## src/hw/rtl/rect_zone_snap_resolver_assert.svh

```systemverilog
// Assertion macros used by the rect zone snap resolver core.
`ifndef RECT_ZONE_SNAP_RESOLVER_ASSERT_SVH
`define RECT_ZONE_SNAP_RESOLVER_ASSERT_SVH

// Same-cycle implication, checked on every rising edge outside reset.
`define RZSR_ASSERT_IMP(label, ante, cons) \
   label: assert property (@(posedge clock) disable iff (reset) (ante) |-> (cons)) \
      else $error("rect_zone_snap_resolver: same-cycle check failed");

// Next-cycle implication, checked on every rising edge outside reset.
`define RZSR_ASSERT_NXT(label, ante, cons) \
   label: assert property (@(posedge clock) disable iff (reset) (ante) |=> (cons)) \
      else $error("rect_zone_snap_resolver: next-cycle check failed");

`endif

```

## src/hw/rtl/rzsr_pkg.sv

```systemverilog
// Types, constants and codes shared by the rect zone snap resolver modules.
package rzsr_pkg;

   localparam int ZONES_DEF   = 16;
   localparam int COUNT_W     = 5;
   localparam int PT_W        = 12;
   localparam int REQ_TDATA_W = 104;
   localparam int RSP_TDATA_W = 32;
   localparam int CSR_INDEX_W = 2;
   localparam int CSR_DATA_W  = 12;

   localparam logic MODE_LOAD  = 1'b0;
   localparam logic MODE_QUERY = 1'b1;

   localparam logic [CSR_INDEX_W-1:0] CSR_ORIGIN_X   = 2'd0;
   localparam logic [CSR_INDEX_W-1:0] CSR_ORIGIN_Y   = 2'd1;
   localparam logic [CSR_INDEX_W-1:0] CSR_ZONE_COUNT = 2'd2;

   localparam logic signed [PT_W-1:0] PT_NONE_A = -12'sd1;
   localparam logic signed [PT_W-1:0] PT_NONE_B = -12'sd2;
   localparam logic signed [PT_W:0]   OUT_MAX   = 13'sd2047;
   localparam logic signed [PT_W:0]   OUT_MIN   = -13'sd2048;

   typedef struct packed {
      logic [10:0] height;
      logic [10:0] width;
      logic [9:0]  top;
      logic [9:0]  left;
   } box_type;

   typedef struct packed {
      logic [9:0] tgt_y;
      logic [9:0] tgt_x;
      logic [7:0] prio;
      box_type    box;
   } zone_rec_type;

   typedef struct packed {
      logic [11:0]        x0;
      logic [11:0]        y0;
      logic [11:0]        x1;
      logic [11:0]        y1;
      logic signed [12:0] px;
      logic signed [12:0] py;
   } geom_req_type;

   typedef struct packed {
      logic       idle;
      logic       done;
      logic       found;
      logic [3:0] slot;
      logic [9:0] tgt_x;
      logic [9:0] tgt_y;
   } core_stat_type;

   typedef enum logic [2:0] {
      ST_IDLE,
      ST_P1,
      ST_P2_SCAN,
      ST_P2_OVL,
      ST_P2_SPL,
      ST_P2_DEC,
      ST_FIN
   } state_type;

endpackage

```

## src/hw/rtl/rzsr_zone_mem.sv

```systemverilog
// Zone table memory with one write port and one registered read port.
module rzsr_zone_mem #(
   parameter int ZONES = rzsr_pkg::ZONES_DEF,
   localparam int IW = (ZONES > 1) ? $clog2(ZONES) : 1
) (
   input  logic                   clock,
   input  logic                   wr_en,
   input  logic [IW-1:0]          wr_addr,
   input  rzsr_pkg::zone_rec_type wr_data,
   input  logic                   rd_en,
   input  logic [IW-1:0]          rd_addr,
   output rzsr_pkg::zone_rec_type rd_data
);

   rzsr_pkg::zone_rec_type zone_mem_ff [ZONES];
   rzsr_pkg::zone_rec_type rd_data_ff;

   always_ff @(posedge clock) begin
      if (wr_en) begin
         zone_mem_ff[wr_addr] <= wr_data;
      end
      if (rd_en) begin
         rd_data_ff <= zone_mem_ff[rd_addr];
      end
   end

   assign rd_data = rd_data_ff;

endmodule

```

## src/hw/rtl/rzsr_geom.sv

```systemverilog
// Shared compare unit: tests whether a point lies inside a half-open box.
module rzsr_geom (
   input  rzsr_pkg::geom_req_type q,
   output logic                   hit
);

   logic signed [12:0] x0_s;
   logic signed [12:0] y0_s;
   logic signed [12:0] x1_s;
   logic signed [12:0] y1_s;

   assign x0_s = $signed({1'b0, q.x0});
   assign y0_s = $signed({1'b0, q.y0});
   assign x1_s = $signed({1'b0, q.x1});
   assign y1_s = $signed({1'b0, q.y1});

   assign hit = ($signed(q.px) >= x0_s) && ($signed(q.px) < x1_s) &&
                ($signed(q.py) >= y0_s) && ($signed(q.py) < y1_s);

endmodule

```

## src/hw/rtl/rzsr_core.sv

```systemverilog
// Query sequencer: candidate scan, owner choice and overlap resolution.
module rzsr_core #(
   parameter int ZONES = rzsr_pkg::ZONES_DEF,
   localparam int CW = ($clog2(ZONES + 1) > rzsr_pkg::COUNT_W) ?
                       $clog2(ZONES + 1) : rzsr_pkg::COUNT_W,
   localparam int IW = (ZONES > 1) ? $clog2(ZONES) : 1
) (
   input  logic                    clock,
   input  logic                    reset,
   input  logic                    start,
   input  logic signed [12:0]      rx,
   input  logic signed [12:0]      ry,
   input  logic [CW-1:0]           limit,
   input  logic                    take,
   output logic                    rd_en,
   output logic [IW-1:0]           rd_addr,
   input  rzsr_pkg::zone_rec_type  rd_data,
   output rzsr_pkg::core_stat_type stat
);

`include "rect_zone_snap_resolver_assert.svh"

   typedef struct packed {
      logic [11:0] x0;
      logic [11:0] y0;
      logic [11:0] x1;
      logic [11:0] y1;
   } ovl_type;

   rzsr_pkg::state_type    state_ff, state_in;
   logic [CW-1:0]          idx_ff, idx_in;
   logic [CW-1:0]          limit_ff, limit_in;
   logic                   chk_vld_ff, chk_vld_in;
   logic [IW-1:0]          chk_idx_ff, chk_idx_in;
   logic [ZONES-1:0]       cand_ff, cand_in;
   logic                   have_ff, have_in;
   logic [IW-1:0]          own_idx_ff, own_idx_in;
   rzsr_pkg::zone_rec_type own_ff, own_in;
   logic signed [12:0]     rx_ff, rx_in;
   logic signed [12:0]     ry_ff, ry_in;
   ovl_type                ovl_ff, ovl_in;
   logic                   hit_ff, hit_in;
   logic                   xsplit_ff, xsplit_in;
   logic [11:0]            mid_ff, mid_in;

   logic                  idx_lt;
   logic [IW-1:0]         cur_idx;
   rzsr_pkg::geom_req_type geom_q;
   logic                  geom_hit;
   logic [11:0]           end_cx, end_cy, end_ox, end_oy;
   logic [11:0]           ow, oh;
   logic signed [12:0]    coord;
   logic                  far_side;
   logic [9:0]            edge_c, edge_o;
   logic                  win;

   assign idx_lt  = idx_ff < limit_ff;
   assign cur_idx = idx_ff[IW-1:0];

   assign end_cx = {2'b00, rd_data.box.left} + {1'b0, rd_data.box.width};
   assign end_cy = {2'b00, rd_data.box.top} + {1'b0, rd_data.box.height};
   assign end_ox = {2'b00, own_ff.box.left} + {1'b0, own_ff.box.width};
   assign end_oy = {2'b00, own_ff.box.top} + {1'b0, own_ff.box.height};

   always_comb begin
      geom_q.px = rx_ff;
      geom_q.py = ry_ff;
      if (state_ff == rzsr_pkg::ST_P2_SPL) begin
         geom_q.x0 = ovl_ff.x0;
         geom_q.y0 = ovl_ff.y0;
         geom_q.x1 = ovl_ff.x1;
         geom_q.y1 = ovl_ff.y1;
      end else begin
         geom_q.x0 = {2'b00, rd_data.box.left};
         geom_q.y0 = {2'b00, rd_data.box.top};
         geom_q.x1 = end_cx;
         geom_q.y1 = end_cy;
      end
   end

   rzsr_geom u_geom (
      .q   (geom_q),
      .hit (geom_hit)
   );

   assign ow       = ovl_ff.x1 - ovl_ff.x0;
   assign oh       = ovl_ff.y1 - ovl_ff.y0;
   assign coord    = xsplit_ff ? rx_ff : ry_ff;
   assign far_side = coord >= $signed({1'b0, mid_ff});
   assign edge_c   = xsplit_ff ? rd_data.box.left : rd_data.box.top;
   assign edge_o   = xsplit_ff ? own_ff.box.left : own_ff.box.top;
   assign win      = far_side ? (edge_c > edge_o) : (edge_c < edge_o);

   always_ff @(posedge clock) begin
      if (reset) begin
         state_ff   <= rzsr_pkg::ST_IDLE;
         chk_vld_ff <= 1'b0;
         cand_ff    <= '0;
         have_ff    <= 1'b0;
         idx_ff     <= '0;
         limit_ff   <= '0;
      end else begin
         state_ff   <= state_in;
         chk_vld_ff <= chk_vld_in;
         cand_ff    <= cand_in;
         have_ff    <= have_in;
         idx_ff     <= idx_in;
         limit_ff   <= limit_in;
      end
   end

   always_ff @(posedge clock) begin
      chk_idx_ff <= chk_idx_in;
      own_idx_ff <= own_idx_in;
      own_ff     <= own_in;
      rx_ff      <= rx_in;
      ry_ff      <= ry_in;
      ovl_ff     <= ovl_in;
      hit_ff     <= hit_in;
      xsplit_ff  <= xsplit_in;
      mid_ff     <= mid_in;
   end

   always_comb begin
      state_in   = state_ff;
      idx_in     = idx_ff;
      limit_in   = limit_ff;
      chk_vld_in = 1'b0;
      chk_idx_in = chk_idx_ff;
      cand_in    = cand_ff;
      have_in    = have_ff;
      own_idx_in = own_idx_ff;
      own_in     = own_ff;
      rx_in      = rx_ff;
      ry_in      = ry_ff;
      ovl_in     = ovl_ff;
      hit_in     = hit_ff;
      xsplit_in  = xsplit_ff;
      mid_in     = mid_ff;
      rd_en      = 1'b0;
      rd_addr    = cur_idx;
      unique case (state_ff)
         rzsr_pkg::ST_IDLE: begin
            if (start) begin
               rx_in    = rx;
               ry_in    = ry;
               limit_in = limit;
               idx_in   = '0;
               cand_in  = '0;
               have_in  = 1'b0;
               state_in = rzsr_pkg::ST_P1;
            end
         end
         rzsr_pkg::ST_P1: begin
            if (idx_lt) begin
               rd_en      = 1'b1;
               chk_vld_in = 1'b1;
               chk_idx_in = cur_idx;
               idx_in     = idx_ff + CW'(1);
            end
            if (chk_vld_ff && geom_hit) begin
               cand_in[chk_idx_ff] = 1'b1;
               if (!have_ff || (rd_data.prio > own_ff.prio)) begin
                  have_in    = 1'b1;
                  own_idx_in = chk_idx_ff;
                  own_in     = rd_data;
               end
            end
            if (!idx_lt && !chk_vld_ff) begin
               idx_in   = '0;
               state_in = have_ff ? rzsr_pkg::ST_P2_SCAN : rzsr_pkg::ST_FIN;
            end
         end
         rzsr_pkg::ST_P2_SCAN: begin
            if (!idx_lt) begin
               state_in = rzsr_pkg::ST_FIN;
            end else if (cand_ff[cur_idx] && (cur_idx != own_idx_ff)) begin
               rd_en    = 1'b1;
               state_in = rzsr_pkg::ST_P2_OVL;
            end else begin
               idx_in = idx_ff + CW'(1);
            end
         end
         rzsr_pkg::ST_P2_OVL: begin
            if (rd_data.prio != own_ff.prio) begin
               idx_in   = idx_ff + CW'(1);
               state_in = rzsr_pkg::ST_P2_SCAN;
            end else begin
               ovl_in.x0 = (rd_data.box.left > own_ff.box.left) ?
                           {2'b00, rd_data.box.left} : {2'b00, own_ff.box.left};
               ovl_in.y0 = (rd_data.box.top > own_ff.box.top) ?
                           {2'b00, rd_data.box.top} : {2'b00, own_ff.box.top};
               ovl_in.x1 = (end_cx < end_ox) ? end_cx : end_ox;
               ovl_in.y1 = (end_cy < end_oy) ? end_cy : end_oy;
               state_in  = rzsr_pkg::ST_P2_SPL;
            end
         end
         rzsr_pkg::ST_P2_SPL: begin
            hit_in    = geom_hit;
            xsplit_in = ow > oh;
            mid_in    = (ow > oh) ? (ovl_ff.x0 + {1'b0, ow[11:1]}) :
                                    (ovl_ff.y0 + {1'b0, oh[11:1]});
            state_in  = rzsr_pkg::ST_P2_DEC;
         end
         rzsr_pkg::ST_P2_DEC: begin
            if (hit_ff && win) begin
               own_idx_in = cur_idx;
               own_in     = rd_data;
            end
            idx_in   = idx_ff + CW'(1);
            state_in = rzsr_pkg::ST_P2_SCAN;
         end
         rzsr_pkg::ST_FIN: begin
            if (take) begin
               state_in = rzsr_pkg::ST_IDLE;
            end
         end
         default: begin
            state_in = rzsr_pkg::ST_IDLE;
         end
      endcase
   end

   assign stat.idle  = state_ff == rzsr_pkg::ST_IDLE;
   assign stat.done  = state_ff == rzsr_pkg::ST_FIN;
   assign stat.found = have_ff;
   assign stat.slot  = 4'(own_idx_ff);
   assign stat.tgt_x = own_ff.tgt_x;
   assign stat.tgt_y = own_ff.tgt_y;

   `RZSR_ASSERT_IMP(a_start_only_idle, start, state_ff == rzsr_pkg::ST_IDLE)
   `RZSR_ASSERT_NXT(a_fin_waits_take, (state_ff == rzsr_pkg::ST_FIN) && !take,
                    state_ff == rzsr_pkg::ST_FIN)
   `RZSR_ASSERT_IMP(a_owner_is_cand, have_ff, cand_ff[own_idx_ff])
   `RZSR_ASSERT_IMP(a_idx_in_range, state_ff != rzsr_pkg::ST_IDLE, idx_ff <= limit_ff)

endmodule

```

## src/hw/rtl/rect_zone_snap_resolver.sv

```systemverilog
// Top level of the rect zone snap resolver: channels, registers and zone table.
//
// Requests arrive on the req_ stream. req_tuser selects a load (0), which writes
// one zone slot, or a query (1), which snaps a screen point into the zone table.
// Each request gives exactly one result on the rsp_ stream; rsp_tuser flags a
// snapped point. Loads and queries whose point is -1 or -2 in either coordinate
// complete at once: the result is valid in the cycle after acceptance, so such
// requests can follow one another on every cycle while the receiver takes each
// result. Other queries scan the table through the single read port of the zone
// memory and one shared compare unit, a second time only if a zone contains the
// point; the zone count is limited to ZONES. In the second scan, each other
// containing zone that shares the owner's priority also passes through overlap,
// split and decide steps. The core returns to idle as the result is registered,
// so the next request can be accepted while the result is shown. req_tready is
// high only while no query is in progress and the result register is empty or
// being emptied, so a stalled receiver holds the block after at most one waiting
// result. The csr_ port writes origin and zone count; the user must write them
// only while idle, which the block does not enforce. Reset clears the registers
// and the control state; zone slots hold nothing meaningful until loaded.
module rect_zone_snap_resolver #(
   parameter int ZONES = rzsr_pkg::ZONES_DEF
) (
   input  logic                                clock,
   input  logic                                reset,
   input  logic                                req_tvalid,
   output logic                                req_tready,
   // slot[3:0], left[13:4], top[23:14], width[34:24], height[45:35],
   // priority[53:46], target_left[63:54], target_top[73:64], point_x[85:74],
   // point_y[97:86], zero fill above
   input  logic [rzsr_pkg::REQ_TDATA_W-1:0]    req_tdata,
   // mode[0]
   input  logic                                req_tuser,
   output logic                                rsp_tvalid,
   input  logic                                rsp_tready,
   // owner_slot[3:0], out_x[15:4], out_y[27:16], zero fill above
   output logic [rzsr_pkg::RSP_TDATA_W-1:0]    rsp_tdata,
   // snapped[0]
   output logic                                rsp_tuser,
   input  logic                                csr_we,
   input  logic [rzsr_pkg::CSR_INDEX_W-1:0]    csr_index,
   input  logic [rzsr_pkg::CSR_DATA_W-1:0]     csr_wdata
);

   localparam int CW = ($clog2(ZONES + 1) > rzsr_pkg::COUNT_W) ?
                       $clog2(ZONES + 1) : rzsr_pkg::COUNT_W;
   localparam int IW = (ZONES > 1) ? $clog2(ZONES) : 1;

   logic signed [11:0] origin_x_ff, origin_x_in;
   logic signed [11:0] origin_y_ff, origin_y_in;
   logic [4:0]         count_ff, count_in;
   logic signed [11:0] pt_x_ff;
   logic signed [11:0] pt_y_ff;
   logic               rsp_vld_ff, rsp_vld_in;
   logic               rsp_snap_ff, rsp_snap_in;
   logic [3:0]         rsp_slot_ff, rsp_slot_in;
   logic signed [11:0] rsp_x_ff, rsp_x_in;
   logic signed [11:0] rsp_y_ff, rsp_y_in;

   logic               accept;
   logic               out_free;
   logic               is_load;
   logic               is_none;
   logic               start;
   logic               take;
   logic [3:0]         f_slot;
   logic signed [11:0] f_px;
   logic signed [11:0] f_py;
   logic [CW-1:0]      slot_ext;
   logic [CW-1:0]      count_ext;
   logic [CW-1:0]      limit;
   rzsr_pkg::zone_rec_type wr_zone;
   logic               mem_we;
   logic               rd_en;
   logic [IW-1:0]      rd_addr;
   rzsr_pkg::zone_rec_type rd_data;
   logic signed [12:0] rx;
   logic signed [12:0] ry;
   rzsr_pkg::core_stat_type stat;

   function automatic logic signed [11:0] sat_add(input logic [9:0] tgt,
                                                  input logic signed [11:0] org);
      logic signed [12:0] sum;
      sum = $signed({3'b000, tgt}) + $signed({org[11], org});
      if (sum > rzsr_pkg::OUT_MAX) begin
         sat_add = rzsr_pkg::OUT_MAX[11:0];
      end else if (sum < rzsr_pkg::OUT_MIN) begin
         sat_add = rzsr_pkg::OUT_MIN[11:0];
      end else begin
         sat_add = sum[11:0];
      end
   endfunction

   assign f_slot          = req_tdata[3:0];
   assign wr_zone.box.left   = req_tdata[13:4];
   assign wr_zone.box.top    = req_tdata[23:14];
   assign wr_zone.box.width  = req_tdata[34:24];
   assign wr_zone.box.height = req_tdata[45:35];
   assign wr_zone.prio    = req_tdata[53:46];
   assign wr_zone.tgt_x   = req_tdata[63:54];
   assign wr_zone.tgt_y   = req_tdata[73:64];
   assign f_px            = $signed(req_tdata[85:74]);
   assign f_py            = $signed(req_tdata[97:86]);

   assign out_free   = !rsp_vld_ff || rsp_tready;
   assign req_tready = stat.idle && out_free;
   assign accept     = req_tvalid && req_tready;
   assign is_load    = req_tuser == rzsr_pkg::MODE_LOAD;
   assign is_none    = (f_px == rzsr_pkg::PT_NONE_A) || (f_px == rzsr_pkg::PT_NONE_B) ||
                       (f_py == rzsr_pkg::PT_NONE_A) || (f_py == rzsr_pkg::PT_NONE_B);
   assign start      = accept && !is_load && !is_none;
   assign take       = stat.done && out_free;

   assign slot_ext  = CW'(f_slot);
   assign count_ext = CW'(count_ff);
   assign limit     = (count_ext > CW'(ZONES)) ? CW'(ZONES) : count_ext;
   assign mem_we    = accept && is_load && (slot_ext < CW'(ZONES));

   assign rx = $signed({f_px[11], f_px}) - $signed({origin_x_ff[11], origin_x_ff});
   assign ry = $signed({f_py[11], f_py}) - $signed({origin_y_ff[11], origin_y_ff});

   rzsr_zone_mem #(
      .ZONES (ZONES)
   ) u_zone_mem (
      .clock   (clock),
      .wr_en   (mem_we),
      .wr_addr (slot_ext[IW-1:0]),
      .wr_data (wr_zone),
      .rd_en   (rd_en),
      .rd_addr (rd_addr),
      .rd_data (rd_data)
   );

   rzsr_core #(
      .ZONES (ZONES)
   ) u_core (
      .clock   (clock),
      .reset   (reset),
      .start   (start),
      .rx      (rx),
      .ry      (ry),
      .limit   (limit),
      .take    (take),
      .rd_en   (rd_en),
      .rd_addr (rd_addr),
      .rd_data (rd_data),
      .stat    (stat)
   );

   always_comb begin
      origin_x_in = origin_x_ff;
      origin_y_in = origin_y_ff;
      count_in    = count_ff;
      if (csr_we) begin
         unique case (csr_index)
            rzsr_pkg::CSR_ORIGIN_X:   origin_x_in = $signed(csr_wdata[11:0]);
            rzsr_pkg::CSR_ORIGIN_Y:   origin_y_in = $signed(csr_wdata[11:0]);
            rzsr_pkg::CSR_ZONE_COUNT: count_in    = csr_wdata[4:0];
            default: begin
            end
         endcase
      end
   end

   always_comb begin
      rsp_vld_in  = rsp_vld_ff;
      rsp_snap_in = rsp_snap_ff;
      rsp_slot_in = rsp_slot_ff;
      rsp_x_in    = rsp_x_ff;
      rsp_y_in    = rsp_y_ff;
      if (accept && (is_load || is_none)) begin
         rsp_vld_in  = 1'b1;
         rsp_snap_in = 1'b0;
         rsp_slot_in = '0;
         rsp_x_in    = is_load ? 12'sd0 : f_px;
         rsp_y_in    = is_load ? 12'sd0 : f_py;
      end else if (take) begin
         rsp_vld_in  = 1'b1;
         rsp_snap_in = stat.found;
         rsp_slot_in = stat.found ? stat.slot : 4'd0;
         rsp_x_in    = stat.found ? sat_add(stat.tgt_x, origin_x_ff) : pt_x_ff;
         rsp_y_in    = stat.found ? sat_add(stat.tgt_y, origin_y_ff) : pt_y_ff;
      end else if (rsp_tready) begin
         rsp_vld_in = 1'b0;
      end
   end

   always_ff @(posedge clock) begin
      if (reset) begin
         origin_x_ff <= '0;
         origin_y_ff <= '0;
         count_ff    <= '0;
         rsp_vld_ff  <= 1'b0;
      end else begin
         origin_x_ff <= origin_x_in;
         origin_y_ff <= origin_y_in;
         count_ff    <= count_in;
         rsp_vld_ff  <= rsp_vld_in;
      end
   end

   always_ff @(posedge clock) begin
      if (start) begin
         pt_x_ff <= f_px;
         pt_y_ff <= f_py;
      end
      rsp_snap_ff <= rsp_snap_in;
      rsp_slot_ff <= rsp_slot_in;
      rsp_x_ff    <= rsp_x_in;
      rsp_y_ff    <= rsp_y_in;
   end

   assign rsp_tvalid = rsp_vld_ff;
   assign rsp_tuser  = rsp_snap_ff;
   assign rsp_tdata  = {4'b0000, rsp_y_ff, rsp_x_ff, rsp_slot_ff};

endmodule

```

## config.mk

```make
export PLATFORM = sky130hd
export DESIGN_NAME = rect_zone_snap_resolver
export DESIGN_NICKNAME = d
export VERILOG_FILES = /design/src/hw/rtl/rzsr_pkg.sv /design/src/hw/rtl/rzsr_zone_mem.sv /design/src/hw/rtl/rzsr_geom.sv /design/src/hw/rtl/rzsr_core.sv /design/src/hw/rtl/rect_zone_snap_resolver.sv
export VERILOG_INCLUDE_DIRS = /design/src /design/src/hw/rtl
export SDC_FILE = /design/constraint.sdc
export NUM_CORES = 2
export LEC_CHECK = 0
export BUFFER_PORTS_ARGS = -buffer_cell sky130_fd_sc_hd__buf_2
export CAP_MARGIN = 20
export CORE_UTILIZATION = 55
export DETAILED_ROUTE_END_ITERATION = 16
export PLACE_DENSITY = 0.81
export SLEW_MARGIN = 20
export SYNTH_ARGS = -nofsm -noshare
export SYNTH_HDL_FRONTEND = slang
export SYNTH_SLANG_ARGS = --single-unit
```

## constraint.sdc

```tcl
create_clock -name clock -period 16.24 [get_ports clock]
set_input_delay 1.624 -clock clock [delete_from_list [all_inputs] [get_ports clock]]
set_output_delay 1.624 -clock clock [all_outputs]
set_load 0.005 [all_outputs]
```

======== Word level (Yosys, flattened, before mapping) ========
Memories as Yosys holds them, arrays and structs flattened. A register that Yosys moved wholly into a read port is not among the register bits.
Index checks and enable logic that the tools add are counted.
storage, ports and cells
  bits in registers ....................... 280
  bits in latches ......................... 0
  RAM bits ................................ 1,120
  memory bits (read-only) ................. 0
  bits of input ports ..................... 124
  output and inout bits ................... 35
  word-level logic and storage cells ...... 213
  memories ................................ 1
cells by class
  add/subtract/negate cells ............... 13
  $mul .................................... 0
  div/mod/pow operators ................... 0
  order comparisons ....................... 23
  equal/unequal tests ..................... 25
  shifts and indexed selects .............. 0
  muxes and demuxes ....................... 67
  bitwise operators ....................... 4
  reduce and logical (&&, ||, !) cells .... 46
memory list
  name                    depth  width  read ports  clocked after Yosys merged registers in  wr ports  line                 text
  u_zone_mem.zone_mem_ff  16     70     1           1                                        1         rzsr_zone_mem.sv:15  rzsr_pkg::zone_rec_type zone_mem_ff [ZONES];
operators by type and width
  operator                number
  $mux W70                3
  $mux W12                15
  $pmux W70 S2            1
  $add A10 B11 Y12        4
  $mux W48                1
  $mux W10                4
  $ge A13 B13 Y1          3
  $mux W5                 7
  $mux W16                2
  $pmux W16 S2            1
  $gt A10 B10 Y1          3
  $add A11 B12 Y13        2
  $gt A13 B12 Y1 const B  2
  $lt A13 B12 Y1 const B  2
  $lt A13 B13 Y1          2
  $sub A12 B12 Y13        2
  $pmux W5 S5             1
  $add A12 B11 Y12        2
  $eq A12 B1 Y1 const B   2
  $eq A12 B2 Y1 const B   2
  $lt A12 B12 Y1          2
  $sub A12 B12 Y12        2
  $mux W3                 7
  $pmux W3 S7             1
  41 further kinds        105

======== Logic depth before layout (Yosys ltp) ========
  depth after elaboration ................. 9
  depth in mapped cells ................... 19
  mapped depth without buffers ............ 18

======== Cells and area by module ========
Synthesis repeated with hierarchy kept, for this count alone.
second synthesis, totals
  cells, all modules ...................... 3,932
  area total of the unflattened synthesis .. 64,594.5 um^2
by module, submodules not included
  module                   instances  cells each  area an instance (um^2)  sequential area each (um^2)
  rzsr_zone_mem            1          1,800       44,024.7                 35,734.3
  rzsr_core                1          1,320       13,580.5                 5,485.3
  rect_zone_snap_resolver  1          652         5,831.8                  2,142.1
  rzsr_geom                1          160         1,157.4                  0.0

======== Worst setup path before layout ========
OpenSTA, ideal clock, no wires.
  kind .................................... input to register
  start ................................... input port rsp_tready
  end ..................................... memory u_zone_mem.zone_mem_ff[0][0] (netlist bit) (enable)
  library setup time ...................... 0.585 ns
  arrival time ............................ 7.179 ns
  data required time ...................... 15.655 ns
  slack ................................... 8.476 ns
  stages .................................. 4
  path buffers ............................ 0
  path through ............................ nand2b_1 nand4_1 or4_1 nor3_1
on the way
  cells in the longest elaborated chain, start to end .. 7
RTL lines
  item                              line                            text
  start: declaration                rect_zone_snap_resolver.sv:34   input logic rsp_tready,
  $logic_or A1 B1 Y1                rect_zone_snap_resolver.sv:104  assign out_free = !rsp_vld_ff || rsp_tready;
  $logic_and A1 B1 Y1               rect_zone_snap_resolver.sv:105  assign req_tready = stat.idle && out_free;
  $logic_and A1 B1 Y1               rect_zone_snap_resolver.sv:106  assign accept = req_tvalid && req_tready;
  $logic_and A1 B1 Y1 (2 in a row)  rect_zone_snap_resolver.sv:116  assign mem_we = accept && is_load && (slot_ext < CW'(ZONES));
  $mux W1                           rzsr_zone_mem.sv:19             if (wr_en) begin
  $mux W1 (not written as such)     rzsr_zone_mem.sv:20             zone_mem_ff[wr_addr] <= wr_data;
  end: declaration                  rzsr_zone_mem.sv:15
Every way passes these cells.

======== Final worst setup path ========
  start ................................... register, netlist name u_zone_mem.rd_data[10]
  end ..................................... register u_core.own_ff[4] (netlist bit) (enable)
on the way
  cells in the longest elaborated chain, start to end .. 7
  elaborated cells between the ends (all ways) .. 15
RTL lines
  item                                                   line                              text
  $add A10 B11 Y12 or $mux W48 (tied branches)           rzsr_core.sv:61, rzsr_core.sv:68
  $mux W48 or $ge A13 B13 Y1 (tied branches)             rzsr_core.sv:68, rzsr_geom.sv:18
  $lt A13 B13 Y1 or $logic_and A1 B1 Y1 (tied branches)  rzsr_geom.sv:18, rzsr_geom.sv:17
  $logic_and A1 B1 Y1                                    rzsr_geom.sv:18                   ($signed(q.py) >= y0_s) && ($signed(q.py) < y1_s);
  $logic_and A1 B1 Y1                                    rzsr_core.sv:161                  if (chk_vld_ff && geom_hit) begin
  $ne A2 B1 Y1 (no line)                                 -
  $reduce_and A4 Y1 (no line) (*)                        -
  end signal: assignment                                 rzsr_core.sv:115                  own_ff <= own_in;
  end: declaration                                       rzsr_core.sv:38                   rzsr_pkg::zone_rec_type own_ff, own_in;
Every way passes the cells marked *; elsewhere a longest branch is shown, timed or not.
A chain may end at the register's enable or synchronous reset.

==> impl_metrics.yaml <==
sta:
  fmax_ghz: 0.1802
  min_period_over_period_pct: 34.16
  tns_ns: 0
  skew_ns: 0.04233
  slew_headroom_pct: 26.48
  worstMarginPinSlew_ns: 1.100
  drv_slew: 0
  min_period_ns: 5.548
  hold_violations: 0
  rsz0062_at_grt: "no"
  setup_violations: 0
clock_network:
  cts_buffer_depth: 3
  ctsResizeCount: 0
  post_cts_buffers: 0
  clock_latency_ns: 0.79
  cts.hold.buffers_added: 0
  clock_sinks: 1466
  root_buffer: "clkbuf_16"
  cts_buffers: 142
  cts_htree_levels: 4
  clk_pin_slew_ns: 0.06
  cts_tree: "built"
cells_and_area:
  drive_gt1_share_pct: 21.68
  nNetsFinal: 4247
  area_growth_pct: 11.35
  final_cells: 5493
  nFillCells: 7600
synthesis:
  ys_dominant_reg_cell: "edfxtp_1"
  synth-seq-cells: 1466
  avgSynthCellArea_um2: 17.65
  synth_area_leaders: "edfxtp_1 66%, mux4_2 12%, ha_1 5.0%, dfxtp_1 2.1%, mux2i_1 1.4%"
  syn_area_um2: 64030
  async_flop_share_pct: 0
  synth_warnings: 0
  synthCells: 3627
  synth_largest_area_cell: "edfxtp_1"
  ys_types: 81
  synth_top_cells_by_count: "1400 x edfxtp_1, 354 x mux4_2, 255 x ha_1"
  yosysMostFrequentCell: "edfxtp_1"
  synth_top_area_share_pct: 65.66
  synth-seq-area-share_pct: 67.73
  synth-edff-count: 1400
floorplan:
  io_pins: 159
  core-area_um2: 114800
  die_y_um: 343.2
  row_count: 124
  die-area_um2: 117800
  initial_core_util_pct: 55.77
  die_w_um: 343.2
global_route:
  gr-total-overflow: 0
  grt_max_degree: 115
  grt_pass1_vias: 36350
  grt_pass1_wl_um: 240900
  grt.total_usage_pct: 28.20
  grt_antenna_before_repair: 31
critical_path:
  critPathMaxFanout: 42
  cp-start-kind: "flip-flop"
  endpoint_kind: "flip-flop"
  arrival_ns: 5.94
  crit_required_ns: 16.63
  worst-setup-path-type: "reg2reg"
  r2r_setup_slack_ns: 10.69
detailed_routing:
  drc_errors: 0
  routed_wl_um: 164300
  firstDrtPassIters: 6
  drt_iter0_markers: 4336
  antenna_left: 0
  wl_per_cell_um: 29.92
  via_per_inst: 6.595
  vias: 36230
place:
  io_buffers: 148
  dp.cells: 5224
  place.gp.congestion: 0.9143
  dp_hpwl_um: 93810
pwr:
  peakVddDrop_uv: 119.6
  power.density_nw_per_um2: 122.9
  p_leak_uw: 0.02401
run_status:
  status: "finished clean"
job:
  cap_violations: 0
hold_path:
  hold_class: "reg2reg"
[worst max-delay path, cell delays in order (launching register included)]
cell and delay [ns]:
edfxtp_1 0.55, ha_1 0.34, fa_1 0.45, a21o_1 0.24
a21oi_1 0.30, o211ai_1 0.21, a31o_2 0.30, a21o_1 0.22
xnor2_1 0.28, inv_1 0.13, mux2i_1 0.24, ha_1 0.30
nand2_1 0.08, nor3_1 0.04, o21ai_0 0.09, a31oi_1 0.09
nor3_2 0.36, nand4_1 0.18, a22oi_2 0.19, buf_4 0.51
[final timing paths]
check	startpoint	endpoint	cells after the start
worst min register to register	u_zone_mem.rd_data[55]	u_core.stat[15]	0
worst min-delay path	u_zone_mem.rd_data[55]	u_core.stat[15]	0
worst max-delay path	u_zone_mem.rd_data[10]	u_core.own_ff[4]	19
worst max register to register	u_zone_mem.rd_data[10]	u_core.own_ff[4]	19
[routing by layer]
layer	share of wire [%]	global-route usage, %	up-vias
met4	4.1	12.50	16
met5	0.070	0	-
met2	50	46.46	2391
met3	9.6	5.962	453
li1	-	-	15110
met1	37	36.28	18260
[cells by family after synthesis]
logic type / Yosys count / share of synthesized area, %
AOI/OAI and AO/OA: 470 / 4.987
xor gates and xnor gates: 94 / 1.286
adders and majority gates: 267 / 5.359
buffers and inverters: 294 / 1.815
DFF: 1466 / 67.73
muxes: 503 / 14.90
other: 1 / 0.005857
and+or+nand+nor: 532 / 3.922
[area by class of cell]
class	instances	area (um2)	share of cell area, %
Antenna cell	15	37.54	0.05265
Clock buffer	180	3749	5.258
Clock inverter	74	701.9	0.9846
Inverter	169	634.4	0.8898
Multi-Input combinational cell	1870	19670	27.60
Sequential cell	1466	43380	60.84
Tap cell	1512	1892	2.654
Timing Repair Buffer	207	1229	1.723
[state kept, by name, indices dropped and copies added, names as in the netlist, 12 cells and up]
name / flops
u_core.cand_ff: 16
u_zone_mem.rd_data: 70
u_core.ry_ff: 13
rsp_x_ff: 12
u_core.rx_ff: 13
u_core.mid_ff: 12
rsp_y_ff: 12
u_zone_mem.zone_mem_ff: 1120
origin_x_ff: 12
pt_y_ff: 12
u_core.stat: 20
origin_y_ff: 12
u_core.own_ff: 50
u_core.ovl_ff: 44
pt_x_ff: 12
[through the flow]
| step | utilization (%) | hold WS (ns) | cell area, um2 | worst slack, ns | total power [uW] |
|---|---|---|---|---|---|
| 2_1_floorplan | - | 0.4003 | 64040 | 8.476 | 5249 |
| 3_3_place_gp | 58.15 | 0.4037 | 66760 | 10.78 | 5547 |
| 3_5_place_dp | 58.18 | 0.4045 | 66800 | 10.77 | 5592 |
| 4_1_cts | 62.06 | 0.4185 | 71250 | 10.77 | 8783 |
| 5_1_grt | 62.09 | 0.4260 | 71290 | 10.50 | 9032 |
| 6_report | 62.10 | 0.4168 | 71290 | 10.69 | 8760 |
[where the power goes]
| part | internal, uW | switching, uW |
|---|---|---|
| Combinational | 480 | 655 |
| Clock | 1750 | 1460 |
| Sequential | 4310 | 97.3 |
| Total | 6540 | 2220 |
[cells in the final DEF, fill, tap and decap left out, drive strengths merged, types with 9 or more instances in the layout]
cell type,n
a2111oi,10
a211oi,23
a21o,45
a21oi,103
a22o,12
and3,9
buf,207
clkbuf,180
clkinv,56
dfxtp,66
diode,15
edfxtp,1400
fa,12
ha,255
inv,178
mux2,60
mux2i,89
mux4,354
nand2,111
nand2b,20
nand3,34
nand4,22
nor2,189
nor2b,24
nor3,66
o211ai,13
o21a,30
o21ai,98
o21bai,16
o31ai,16
o41ai,10
or3,11
xnor2,63
xor2,31
No activity file was read; power rests on OpenSTA's default activity.
